<file path="src/hdl/clk_pr_pkg.sv">
`timescale 1ns / 1ps
// Shared types and constants for the second-chance clock page replacement block.
// Used by clk_pr_cell and clock_page_replacement; depends on nothing else.
package clk_pr_pkg;

  // Default sizes of the frame row and of a stored page number.
  localparam int FRAMES_DEF    = 16;
  localparam int PAGE_BITS_DEF = 16;

  // Fixed port widths.
  localparam int CFG_W   = 5;
  localparam int PAGE_W  = 16;
  localparam int FRAME_W = 4;
  localparam int TOTAL_W = 32;

  // Reset value of the active frame count register.
  localparam logic [CFG_W-1:0] FIU_RESET = 5'd16;

  // Saturation value of the fault counter.
  localparam logic [TOTAL_W-1:0] TOTAL_MAX = '1;

  // Found flags that ripple along the cell row: hit, empty frame,
  // unreferenced frame at or after the hand, unreferenced frame anywhere.
  typedef struct packed {
    logic hit;
    logic emp;
    logic hi;
    logic cand;
  } chain_t;

  // Update applied to the row once per request.
  typedef enum logic [1:0] {
    OP_NONE,
    OP_HIT,
    OP_FILL,
    OP_EVICT
  } op_t;

  typedef struct packed {
    logic upd;
    op_t  op;
    logic no_cand;
  } cmd_t;

endpackage

</file>
<file path="src/hdl/clk_pr_cell.sv">
`timescale 1ns / 1ps
// One frame of the clock row: page tag, occupied bit and reference bit.
// Depends on clk_pr_pkg for the chain and command types.
module clk_pr_cell #(
  parameter int INDEX = 0,
  parameter int PB    = clk_pr_pkg::PAGE_BITS_DEF,
  parameter int IDX_W = 4,
  parameter int CNT_W = 5
) (
  input  logic                clk,
  input  logic                rst_n,
  input  clk_pr_pkg::chain_t  chain_i,
  output clk_pr_pkg::chain_t  chain_o,
  output clk_pr_pkg::chain_t  sel_o,
  output logic [PB-1:0]       page_o,
  input  logic [PB-1:0]       req_page,
  input  logic [CNT_W-1:0]    n_act,
  input  logic [IDX_W-1:0]    hand,
  input  logic [IDX_W-1:0]    victim,
  input  clk_pr_pkg::cmd_t    cmd
);

  localparam logic [IDX_W-1:0] MY_IDX = IDX_W'(INDEX);
  localparam logic [CNT_W-1:0] MY_CNT = CNT_W'(INDEX);

  logic [PB-1:0] page_r;
  logic          occ_r;
  logic          ref_r;
  logic          ref_nxt;
  logic          occ_nxt;
  logic          active;
  logic          match;
  logic          empty;
  logic          cand;
  logic          hi_cand;
  logic          me;
  logic          in_range;
  logic          load;

  // Local flags of this frame.
  assign active  = MY_CNT < n_act;
  assign match   = active && occ_r && (page_r == req_page);
  assign empty   = active && !occ_r;
  assign cand    = active && !ref_r;
  assign hi_cand = cand && (MY_IDX >= hand);

  // A cell wins a search when it qualifies and no lower cell has.
  assign sel_o.hit  = match   && !chain_i.hit;
  assign sel_o.emp  = empty   && !chain_i.emp;
  assign sel_o.hi   = hi_cand && !chain_i.hi;
  assign sel_o.cand = cand    && !chain_i.cand;

  assign chain_o.hit  = chain_i.hit  || match;
  assign chain_o.emp  = chain_i.emp  || empty;
  assign chain_o.hi   = chain_i.hi   || hi_cand;
  assign chain_o.cand = chain_i.cand || cand;

  assign page_o = page_r;

  // Frames the hand passes on its way to the victim lose their reference bit.
  assign me = (MY_IDX == victim);
  always_comb begin
    if (cmd.no_cand) begin
      in_range = active;
    end else if (victim >= hand) begin
      in_range = active && (MY_IDX >= hand) && (MY_IDX < victim);
    end else begin
      in_range = active && ((MY_IDX >= hand) || (MY_IDX < victim));
    end
  end

  // Next state of the control bits.
  always_comb begin
    ref_nxt = ref_r;
    occ_nxt = occ_r;
    load    = 1'b0;
    if (cmd.upd) begin
      case (cmd.op)
        clk_pr_pkg::OP_HIT: begin
          if (me) ref_nxt = 1'b1;
        end
        clk_pr_pkg::OP_FILL: begin
          if (me) begin
            ref_nxt = 1'b1;
            occ_nxt = 1'b1;
            load    = 1'b1;
          end
        end
        clk_pr_pkg::OP_EVICT: begin
          if (me) begin
            ref_nxt = 1'b1;
            occ_nxt = 1'b1;
            load    = 1'b1;
          end else if (in_range) begin
            ref_nxt = 1'b0;
          end
        end
        default: begin
          ref_nxt = ref_r;
        end
      endcase
    end
  end

  // Control bits clear on reset.
  always_ff @(posedge clk) begin
    if (!rst_n) begin
      occ_r <= 1'b0;
      ref_r <= 1'b0;
    end else begin
      occ_r <= occ_nxt;
      ref_r <= ref_nxt;
    end
  end

  // The page tag is only read while the frame is occupied.
  always_ff @(posedge clk) begin
    if (load) page_r <= req_page;
  end

endmodule

</file>
<file path="src/hdl/clock_page_replacement.sv">
`timescale 1ns / 1ps
// Second-chance clock page replacement over a row of frame cells.
// A request is captured in the request register and its result in the output
// register; in_stall stays high while the request register holds a request,
// so no new request is taken until the cell row has searched and updated.
// Reset (synchronous, rst_n low) empties all frames, clears the hand and the
// fault count and sets the active frame count to 16. Depends on clk_pr_pkg.
module clock_page_replacement #(
  parameter int FRAMES    = clk_pr_pkg::FRAMES_DEF,
  parameter int PAGE_BITS = clk_pr_pkg::PAGE_BITS_DEF
) (
  input  logic                             clk,
  input  logic                             rst_n,
  input  logic                             cfg_wr_en,
  input  logic [clk_pr_pkg::CFG_W-1:0]     cfg_wr_data,
  input  logic                             in_valid,
  output logic                             in_stall,
  input  logic [clk_pr_pkg::PAGE_W-1:0]    in_page,
  output logic                             out_valid,
  input  logic                             out_stall,
  output logic                             out_fault,
  output logic [clk_pr_pkg::FRAME_W-1:0]   out_frame,
  output logic                             out_evicted_valid,
  output logic [clk_pr_pkg::PAGE_W-1:0]    out_evicted_page,
  output logic [clk_pr_pkg::TOTAL_W-1:0]   out_fault_total
);

  localparam int IDX_W = (FRAMES > 1) ? $clog2(FRAMES) : 1;
  localparam int CNT_W = $clog2(FRAMES + 1);

  logic [clk_pr_pkg::CFG_W-1:0]   fiu_r;
  logic                           req_valid_r;
  logic [PAGE_BITS-1:0]           req_page_r;
  logic [IDX_W-1:0]               hand_r;
  logic [IDX_W-1:0]               hand_nxt;
  logic [clk_pr_pkg::TOTAL_W-1:0] fcnt_r;
  logic [clk_pr_pkg::TOTAL_W-1:0] fcnt_nxt;

  logic                           out_valid_r;
  logic                           out_fault_r;
  logic [clk_pr_pkg::FRAME_W-1:0] out_frame_r;
  logic                           out_ev_r;
  logic [clk_pr_pkg::PAGE_W-1:0]  out_evp_r;
  logic [clk_pr_pkg::TOTAL_W-1:0] out_total_r;

  logic [31:0]          in_page32;
  logic [31:0]          fiu32;
  logic [31:0]          n32;
  logic [CNT_W-1:0]     n_act;
  logic [IDX_W-1:0]     h_eff;
  logic                 fire;

  clk_pr_pkg::chain_t   chain [FRAMES+1];
  clk_pr_pkg::chain_t   sel   [FRAMES];
  logic [PAGE_BITS-1:0] cell_page [FRAMES];

  logic [IDX_W-1:0]     hit_idx;
  logic [IDX_W-1:0]     emp_idx;
  logic [IDX_W-1:0]     hi_idx;
  logic [IDX_W-1:0]     cand_idx;
  logic [PAGE_BITS-1:0] vic_page;
  logic [IDX_W-1:0]     victim;
  clk_pr_pkg::cmd_t     cmd;
  logic [CNT_W-1:0]     vic_next;
  logic [31:0]          frame32;
  logic [31:0]          evp32;

  // Page number masked to the stored width.
  assign in_page32 = 32'(in_page);

  // Active frame count: zero acts as one, large values saturate to FRAMES.
  assign fiu32 = 32'(fiu_r);
  always_comb begin
    if (fiu32 == 32'd0) begin
      n32 = 32'd1;
    end else if (fiu32 > 32'(FRAMES)) begin
      n32 = 32'(FRAMES);
    end else begin
      n32 = fiu32;
    end
  end
  assign n_act = n32[CNT_W-1:0];

  // The hand restarts at frame 0 when it lies outside the active range.
  assign h_eff = (CNT_W'(hand_r) >= n_act) ? '0 : hand_r;

  // Row of frame cells with the search flags rippling from frame 0 upward.
  assign chain[0] = '0;
  for (genvar g = 0; g < FRAMES; g++) begin : g_cell
    clk_pr_cell #(
      .INDEX (g),
      .PB    (PAGE_BITS),
      .IDX_W (IDX_W),
      .CNT_W (CNT_W)
    ) u_cell (
      .clk      (clk),
      .rst_n    (rst_n),
      .chain_i  (chain[g]),
      .chain_o  (chain[g+1]),
      .sel_o    (sel[g]),
      .page_o   (cell_page[g]),
      .req_page (req_page_r),
      .n_act    (n_act),
      .hand     (h_eff),
      .victim   (victim),
      .cmd      (cmd)
    );
  end

  // Encode the one-hot winners of each search into frame numbers.
  always_comb begin
    hit_idx  = '0;
    emp_idx  = '0;
    hi_idx   = '0;
    cand_idx = '0;
    for (int k = 0; k < FRAMES; k++) begin
      if (sel[k].hit)  hit_idx  = hit_idx  | IDX_W'(k);
      if (sel[k].emp)  emp_idx  = emp_idx  | IDX_W'(k);
      if (sel[k].hi)   hi_idx   = hi_idx   | IDX_W'(k);
      if (sel[k].cand) cand_idx = cand_idx | IDX_W'(k);
    end
  end

  // Choose the frame that serves this request and the row update.
  always_comb begin
    cmd.upd     = fire;
    cmd.no_cand = 1'b0;
    if (chain[FRAMES].hit) begin
      cmd.op = clk_pr_pkg::OP_HIT;
      victim = hit_idx;
    end else if (chain[FRAMES].emp) begin
      cmd.op = clk_pr_pkg::OP_FILL;
      victim = emp_idx;
    end else begin
      cmd.op = clk_pr_pkg::OP_EVICT;
      if (chain[FRAMES].hi) begin
        victim = hi_idx;
      end else if (chain[FRAMES].cand) begin
        victim = cand_idx;
      end else begin
        victim      = h_eff;
        cmd.no_cand = 1'b1;
      end
    end
  end

  // Page held by the victim frame before replacement.
  always_comb begin
    vic_page = '0;
    for (int k = 0; k < FRAMES; k++) begin
      if (IDX_W'(k) == victim) vic_page = vic_page | cell_page[k];
    end
  end

  // Hand moves to the frame after the one just filled.
  assign vic_next = CNT_W'(victim) + CNT_W'(1);
  assign hand_nxt = (vic_next == n_act) ? '0 : vic_next[IDX_W-1:0];
  assign fcnt_nxt = (fcnt_r == clk_pr_pkg::TOTAL_MAX) ? fcnt_r : fcnt_r + 1'b1;

  assign frame32 = 32'(victim);
  assign evp32   = 32'(vic_page);

  // A request is worked off once the output register can take its result.
  assign fire     = req_valid_r && (!out_valid_r || !out_stall);
  assign in_stall = req_valid_r;

  // Control registers.
  always_ff @(posedge clk) begin
    if (!rst_n) begin
      fiu_r       <= clk_pr_pkg::FIU_RESET;
      req_valid_r <= 1'b0;
      out_valid_r <= 1'b0;
      hand_r      <= '0;
      fcnt_r      <= '0;
    end else begin
      if (cfg_wr_en) fiu_r <= cfg_wr_data;
      if (in_valid && !in_stall) begin
        req_valid_r <= 1'b1;
      end else if (fire) begin
        req_valid_r <= 1'b0;
      end
      if (fire) begin
        out_valid_r <= 1'b1;
      end else if (!out_stall) begin
        out_valid_r <= 1'b0;
      end
      if (fire && (cmd.op != clk_pr_pkg::OP_HIT)) begin
        hand_r <= hand_nxt;
        fcnt_r <= fcnt_nxt;
      end
    end
  end

  // Request and result payload registers.
  always_ff @(posedge clk) begin
    if (in_valid && !in_stall) req_page_r <= in_page32[PAGE_BITS-1:0];
    if (fire) begin
      out_frame_r <= frame32[clk_pr_pkg::FRAME_W-1:0];
      if (cmd.op == clk_pr_pkg::OP_HIT) begin
        out_fault_r <= 1'b0;
        out_ev_r    <= 1'b0;
        out_evp_r   <= '0;
        out_total_r <= fcnt_r;
      end else begin
        out_fault_r <= 1'b1;
        out_ev_r    <= (cmd.op == clk_pr_pkg::OP_EVICT);
        out_evp_r   <= (cmd.op == clk_pr_pkg::OP_EVICT) ?
                       evp32[clk_pr_pkg::PAGE_W-1:0] : '0;
        out_total_r <= fcnt_nxt;
      end
    end
  end

  assign out_valid         = out_valid_r;
  assign out_fault         = out_fault_r;
  assign out_frame         = out_frame_r;
  assign out_evicted_valid = out_ev_r;
  assign out_evicted_page  = out_evp_r;
  assign out_fault_total   = out_total_r;

endmodule

</file>
<file path="config.mk">
export PLATFORM = sky130hd
export DESIGN_NAME = clock_page_replacement
export DESIGN_NICKNAME = d
export VERILOG_FILES = /design/src/hdl/clk_pr_pkg.sv /design/src/hdl/clk_pr_cell.sv /design/src/hdl/clock_page_replacement.sv
export SDC_FILE = /design/constraint.sdc
export NUM_CORES = 1
export LEC_CHECK = 0
export BUFFER_PORTS_ARGS = -buffer_cell sky130_fd_sc_hd__clkbuf_2
export CELL_PAD_IN_SITES_DETAIL_PLACEMENT = 0
export CELL_PAD_IN_SITES_GLOBAL_PLACEMENT = 1
export CORE_UTILIZATION = 51
export CTS_CLUSTER_SIZE = 8
export DETAILED_ROUTE_END_ITERATION = 10
export GPL_ROUTABILITY_DRIVEN = 0
export PLACE_DENSITY_LB_ADDON = 0.1
export RECOVER_POWER = 50
export SKIP_LAST_GASP = 1
export SLEW_MARGIN = 20
export SYNTH_ARGS = -nofsm -noshare
export SYNTH_HDL_FRONTEND = slang
export SYNTH_SLANG_ARGS = --single-unit
</file>
<file path="constraint.sdc">
create_clock -name clk -period 7.2 [get_ports clk]
set_input_delay 0.72 -clock clk [delete_from_list [all_inputs] [get_ports clk]]
set_output_delay 0.72 -clock clk [all_outputs]
set_load 0.02 [all_outputs]
</file>
# == After elaboration in Yosys (flattened, before gate mapping) ==
# Cells that the tools add are included.
# W data, S select, Z words.
# word_totals
regBits,401
input_bits,26
output_inout_bits,56
# op_classes
add_sub_neg,2
magnitude_cmp,51
n_eq_ne,70
n_mux,241
n_bitwise,16
n_reduce_logical,402
# op_table
operator,n
$eq A16 B16 Y1,16
$mux W16,16
$or A16 B16 Y16,15
$logic_and A1 B1 Y1,191
$mux W4,38
$mux W1,142
$logic_not A1 Y1,95
$logic_or A1 B1 Y1,77
$mux W32,2
$reduce_and A4 Y1,16
$mux W3,16
$ne A3 B1 Y1 const B,16
$reduce_and A3 Y1,16
$lt A4 B5 Y1 const A,8
$ne A2 B1 Y1 const B,18
$add A32 B1 Y32 const B,1
$eq A32 B32 Y1 const B,1
$eq A4 B4 Y1 const A,8
$ge A4 B4 Y1 const A,8
$logic_not A32 Y1,1
$lt A4 B4 Y1 const A,8
$pmux W1 S2,16
$lt A3 B5 Y1 const A,4
$mux W2,9
other kinds (23),44

# == Longest topological paths before layout ==
# logic_depth
ltp_word,59
depth_mapped,28

# == By module ==
# A second synthesis with hierarchy kept.
# hier_totals
hier_cells,2168
hier_area_um2,23627.7
# by_module_without_submodules
mod,n_inst,cells_per_inst,area_each_um2
clock_page_replacement,1,833,7388.3
clk_pr_cell (g_cell[6].u_cell),1,87,1054.8
clk_pr_cell (g_cell[10].u_cell),1,89,1041.0
clk_pr_cell (g_cell[9].u_cell),1,87,1037.2
clk_pr_cell (g_cell[12].u_cell),1,82,1029.7
clk_pr_cell (g_cell[5].u_cell),1,85,1023.5
clk_pr_cell (g_cell[14].u_cell),1,81,1021.0
clk_pr_cell (g_cell[2].u_cell),1,80,1018.5
clk_pr_cell (g_cell[8].u_cell),1,81,1017.2
clk_pr_cell (g_cell[7].u_cell),1,81,1016.0
clk_pr_cell (g_cell[11].u_cell),1,83,1012.2
clk_pr_cell (g_cell[13].u_cell),1,84,1012.2
clk_pr_cell (g_cell[1].u_cell),1,81,1008.5
clk_pr_cell (g_cell[3].u_cell),1,84,999.7
3 more rows,-,-,-

# == Least setup slack after synthesis ==
# OpenSTA, ideal clock, no wires.
# synth_path
path_type,register to register
start,reg fiu_r[2] (netlist bit)
end,reg g_cell[11].u_cell.page_r[0] (enable)
arrival_ns,5.343
setup_slack_ns,1.445
path_stages_with_launch,21
path_buffers,4
cell_sequence,dfxtp_1 -> buf_6 -> buf_4 -> nor3_1 -> nor2_1 -> nor2_1 -> ha_1 -> nor2b_1 -> o21ai_0 -> a211oi_1 -> o32a_1 -> o211ai_1 -> a2111oi_0 -> nor4_2 -> or2_2 -> buf_6 -> inv_1 -> ha_1 -> clkbuf_1 -> clkinv_1 -> nor3_1
# synth_between
elab_chain_cells,31
word_cells_on_any_way,371
classes_between,order compare (34); eq/ne (3); mux (72); reduce/logical (262)
# synth_rtl
element,line_no,source
"start, declared",clock_page_replacement.sv:31,logic [clk_pr_pkg::CFG_W-1:0] fiu_r;
"start signal, assigned",clock_page_replacement.sv:170,fiu_r <= clk_pr_pkg::FIU_RESET;
"start signal, assigned",clock_page_replacement.sv:176,if (cfg_wr_en) fiu_r <= cfg_wr_data;
$gt A5 B5 Y1,clock_page_replacement.sv:76,end else if (fiu32 > 32'(FRAMES)) begin
$mux W5,clock_page_replacement.sv:76,
$mux W5 *,clock_page_replacement.sv:74,if (fiu32 == 32'd0) begin
$ge A4 B5 Y1,clock_page_replacement.sv:85,assign h_eff = (CNT_W'(hand_r) >= n_act) ? '0 : hand_r;
$mux W4,clock_page_replacement.sv:85,
$ge A1 B4 Y1,clk_pr_cell.sv:45,assign hi_cand = cand && (MY_IDX >= hand);
$logic_and A1 B1 Y1,clk_pr_cell.sv:45,
$logic_not A1 Y1 / $logic_or A1 B1 Y1 (equally long branches),"clk_pr_cell.sv:50, clk_pr_cell.sv:55",
(+17 left out),-,
$mux W4,clock_page_replacement.sv:131,end else if (chain[FRAMES].emp) begin
$mux W4 *,clock_page_replacement.sv:128,if (chain[FRAMES].hit) begin
net g_cell[0].u_cell.victim[0],clk_pr_cell.sv:19,"input logic [IDX_W-1:0] victim,"
$eq A4 B4 Y1 *,clk_pr_cell.sv:61,assign me = (MY_IDX == victim);
$mux W1 *,"clk_pr_cell.sv:83, clk_pr_cell.sv:90",
$mux W1 *,-,
$mux W1 *,clk_pr_cell.sv:77,if (cmd.upd) begin
net g_cell[11].u_cell.load,clk_pr_cell.sv:38,logic load;
"end signal, assigned",clk_pr_cell.sv:118,if (load) page_r <= req_page;
"end, declared",clk_pr_cell.sv:26,logic [PB-1:0] page_r;
# Mark *: on every way through the listed nets, which the timed path passes. The rest lies on a longest branch.
# A chain may end at the register's enable or synchronous reset.

# == Worst setup path after layout ==
# layout_path
start,reg req_page_r[5]
end,"reg out_evp_r (netlist bit out_evicted_page[8]), data pin"
# layout_between
elab_chain_cells,52
word_cells_on_any_way,145
classes_between,eq/ne (33); mux (33); bitwise (16); reduce/logical (63)
# layout_rtl
element,line_no,source
"start, declared",clock_page_replacement.sv:33,logic [PAGE_BITS-1:0] req_page_r;
"start signal, assigned",clock_page_replacement.sv:196,if (in_valid && !in_stall) req_page_r <= in_page32[PAGE_BITS-1:0];
$eq A16 B16 Y1,clk_pr_cell.sv:42,assign match = active && occ_r && (page_r == req_page);
$logic_and A1 B1 Y1,clk_pr_cell.sv:42,
$logic_not A1 Y1 / $logic_or A1 B1 Y1 (equally long branches),"clk_pr_cell.sv:48, clk_pr_cell.sv:53",
"$logic_and A1 B1 Y1, or another cell as far along",clk_pr_cell.sv:48,assign sel_o.hit = match && !chain_i.hit;
"$mux W1, or another cell as far along",clock_page_replacement.sv:117,if (sel[k].hit) hit_idx = hit_idx | IDX_W'(k);
"$mux W2, or another cell as far along (2 in series)",clock_page_replacement.sv:117,
"$mux W3, or another cell as far along (4 in series)",clock_page_replacement.sv:117,
"$mux W4, or another cell as far along (6 in series)",clock_page_replacement.sv:117,
(+27 left out),-,
$or A16 B16 Y16,clock_page_replacement.sv:151,if (IDX_W'(k) == victim) vic_page = vic_page | cell_page[k];
$mux W16,clock_page_replacement.sv:151,
$or A16 B16 Y16,clock_page_replacement.sv:151,
$mux W16,clock_page_replacement.sv:151,
$or A16 B16 Y16,clock_page_replacement.sv:151,
$mux W16,clock_page_replacement.sv:151,
$or A16 B16 Y16,clock_page_replacement.sv:151,
$mux W16,clock_page_replacement.sv:151,
"end signal, assigned",clock_page_replacement.sv:207,out_evp_r <= (cmd.op == clk_pr_pkg::OP_EVICT) ?
"end, declared",clock_page_replacement.sv:43,logic [clk_pr_pkg::PAGE_W-1:0] out_evp_r;
# Parallel ways exist; a longest one is shown, timed or not.

==> load_flow_metrics.sql <==
INSERT INTO impl_metrics (metric_group, metric, value, unit) VALUES
('status', 'violations', 'capacitance limit, slew limit', ''),
('critical_path', 'critPathBufInv', '4', ''),
('layout', 'finalNetCount', '2196', ''),
('synth', 'share_of_the_synthesized_area_in_compound_gates_ao_oa_aoi_oai', '11.5', '%'),
('routing', 'met1_length', '31700', 'um'),
('routing', 'route.met2.wl', '35100', 'um'),
('layout', 'area_delta_synth_final', '11.5', '%'),
('timing', 'post-route-period-util', '92.4', '%'),
('critical_path', 'critical_path.endpoint_type', 'flip-flop', ''),
('floorplan', 'starting_density', '52.1', '%'),
('routing', 'routed-via-count', '18300', ''),
('layout', 'fillers', '3659', ''),
('timing', 'setup_total_negative_slack', '0', 'ps'),
('floorplan', 'die_height', '210', 'um'),
('synth', 'synth.yosys.seq_area_share', '51.2', '%'),
('critical_path', 'critical_path_class', 'flip-flop to flip-flop', ''),
('synth', 'synth_area', '22100', 'sq um'),
('clock_network', 'cts_buffers', '56', ''),
('routing', 'wl_met3', '9610', 'um'),
('routing', 'drc', '0', ''),
('layout', 'diodes', '0', ''),
('timing', 'hold_viol_final', '0', ''),
('floorplan', 'die_width', '210', 'um'),
('layout', 'most_frequent_cells_in_the_layout', 'edfxtp_1, nand2_1, xnor2_1', ''),
('timing', 'finalSetupViolCount', '0', ''),
('routing', 'iteration_0_drc_markers', '2836', ''),
('critical_path', 'biggest_cell_delay_along_the_critical_path', '920', 'ps'),
('clock_network', 'tritoncts', 'done', ''),
('synth', 'postSynthRegisterBits', '401', ''),
('status', 'run_status', 'finished with violations', ''),
('timing', 'finalCriticalPeriod', '6650', 'ps'),
('routing', 'wirelength', '82600', 'um'),
('routing', 'drt.antenna.violating_nets', '0', ''),
('critical_path', 'worstPathCellList', 'clkbuf_1, xnor2_1, and4b_1, nand4_1, nand4_1, nor4_4, buf_4, nand2_2, nor4_2, or2_2, ha_1, buf_4, clkinv_1, nor3_2, a32o_1, a221oi_1, a21oi_1', ''),
('critical_path', 'critPathRequiredTime', '7530', 'ps'),
('synth', 'mappedNetlistNets', '2078', ''),
('timing', 'final-max-slew-violation-count', '144', ''),
('clock_network', 'cts_repair_resize_count', '0', ''),
('critical_path', 'cp-start-kind', 'flip-flop', ''),
('synth', 'post_synth_xor_area_fraction', '12.3', '%'),
('routing', 'vias_per_std_cell', '6.64', ''),
('routing', 'highest_layer', 'met5', ''),
('run', 'max_cap_violations', '4', ''),
('synth', 'synth.avg_cell_area', '10.8', 'sq um'),
('global_routing', 'grt_first_pass_wirelength', '119000', 'um'),
('clock_network', 'cts.sink_count', '401', ''),
('timing', 'rsz_0062_raised_after_global_routing', 'false', ''),
('synth', 'synth-adder-area-share', '0.999', '%'),
('synth', 'netlist_instances', '2041', ''),
('min_path', 'min_path_type', 'input port to flip-flop', ''),
('clock_network', 'cts_buffer_depth', '3', ''),
('clock_network', 'clock_slew_seen_by_the_registers_of_the_worst_setup_and_hold_paths', '50', 'ps'),
('timing', 'max_clock_freq', '150', 'MHz'),
('routing', 'drt_pass_1_iters', '7', ''),
('global_routing', 'grt_max_degree', '64', ''),
('synth', 'async_flop_share', '0', '%'),
('layout', 'final_core_utilization', '58.1', '%'),
('placed_design', 'placement.io_buffers', '81', ''),
('global_routing', 'antenna_violations_before_repair', '3', ''),
('clock_network', 'clk_root_buffer_cell', 'clkbuf_16', ''),
('synth', 'synth_top_family_by_area', 'simple AND/OR/NAND/NOR gates', ''),
('critical_path', 'timing.critical_path.arrival', '6980', 'ps'),
('clock_network', 'holdBufCountCts', '0', ''),
('placed_design', 'hpwlAfterDp', '60500', 'um'),
('power_and_ir_drop', 'ir_worst_vdd', '0.206', 'mV'),
('floorplan', 'ios', '82', ''),
('power_and_ir_drop', 'leakagePower', '8.14', 'nW'),
('clock_network', 'insertion_delay', '630', 'ps'),
('routing', 'post_drt_wl_per_cell', '29.9', 'um'),
('global_routing', 'overflow', '0', ''),
('critical_path', 'worst_path_max_delay_cell', 'clkbuf_1', '');
[through the flow]
stage | hold slack [ps] | setup slack (ps) | instance area (sq um) | instances | power (W)
after floorplan | 443 | 1440 | 22100 | 2041 | 0.00300
after global placement | 468 | 733 | 23300 | 2678 | 0.00322
after detailed placement | 479 | 755 | 23300 | 2678 | 0.00322
after CTS | 249 | 753 | 24800 | 2762 | 0.00564
after global routing | 255 | 190 | 24600 | 2762 | 0.00577
final | 270 | 546 | 24600 | 2762 | 0.00563
[layout make-up]
class | instances | area (sq um) | share of cell area, %
repair buffers | 179 | 915 | 3.72
inverters | 22 | 87.6 | 0.356
multi-input cells | 1499 | 10000 | 40.7
clock buffers | 79 | 1490 | 6.05
flip-flops and latches | 401 | 11300 | 45.9
clock inverters | 5 | 78.8 | 0.320
well taps | 577 | 722 | 2.93
[flip-flops by register name, summed over array words and instances, names as in the netlist]
| signal | flops |
|---|---|
| out_evicted_valid | 1 |
| fiu_r | 5 |
| out_fault_total | 32 |
| g_cell.u_cell.page_o | 256 |
| out_evicted_page | 16 |
| hand_r | 4 |
| fcnt_r | 32 |
| out_valid | 1 |
| out_fault | 1 |
| out_frame | 4 |
| g_cell.u_cell.occ_r | 16 |
| g_cell.u_cell.ref_r | 16 |
| req_page_r | 16 |
| in_stall | 1 |
[metal layers]
metal	track usage (%)	vias up
met3	8.63	288
li1	-	7906
met2	54.8	1336
met4	24.2	2
met1	50.4	8816
met5	0	-
[synthesized netlist by cell type, drive strengths merged (11+ instances only)]
master | n | area, sq um
nand3 | 93 | 465
edfxtp | 326 | 9790
nor4 | 49 | 358
buf | 80 | 541
o22ai | 15 | 93.8
or3 | 22 | 138
o211ai | 15 | 118
nor3 | 64 | 352
o21a | 12 | 90.1
xor2 | 148 | 1300
nand2 | 193 | 737
and3 | 21 | 136
clkbuf | 39 | 146
o21ai | 60 | 308
nor2 | 154 | 581
a22oi | 14 | 105
a31oi | 30 | 203
ha | 11 | 138
a221oi | 15 | 131
a211oi | 13 | 130
nand4 | 88 | 551
xnor2 | 162 | 1420
nand2b | 11 | 68.8
a22o | 13 | 114
nand4b | 11 | 96.3
inv | 19 | 71.3
mux2i | 43 | 430
a21oi | 57 | 289
dfxtp | 75 | 1500
[worst paths after layout]
path / startpoint / end / slack (ps) / cells past startpoint
max: req_page_r[5]$_DFFE_PP_ / out_evicted_page[8]$_SDFFCE_PP0P_ / 550 / 17
min: in_page[11] / req_page_r[11]$_DFFE_PP_ / 270 / 1
max reg2reg: req_page_r[5]$_DFFE_PP_ / out_evicted_page[8]$_SDFFCE_PP0P_ / 550 / 17
min reg2reg: fcnt_r[1]$_SDFFE_PN0P_ / fcnt_r[1]$_SDFFE_PN0P_ / 490 / 2
[kinds of logic after synthesis]
| family | after synthesis |
|---|---|
| AND/OR/NAND/NOR | 774 |
| XOR/XNOR | 310 |
| adder cells (fa/ha/maj) | 19 |
| multiplexers | 50 |
| buffers and inverters | 141 |
| flip-flops | 401 |
| AO/OA/AOI/OAI | 346 |
[where the power goes]
| part | total, W | internal (W) | switching, W | leakage, nW |
|---|---|---|---|---|
| Clock | 0.00245 | 0.00145 | 0.00101 | 0.754 |
| Combinational | 0.000552 | 0.000164 | 0.000388 | 3.81 |
| Sequential | 0.00263 | 0.00256 | 0.0000677 | 3.57 |
| Total | 0.00563 | 0.00417 | 0.00146 | 8.14 |
Power figures use the tool's default switching activity.
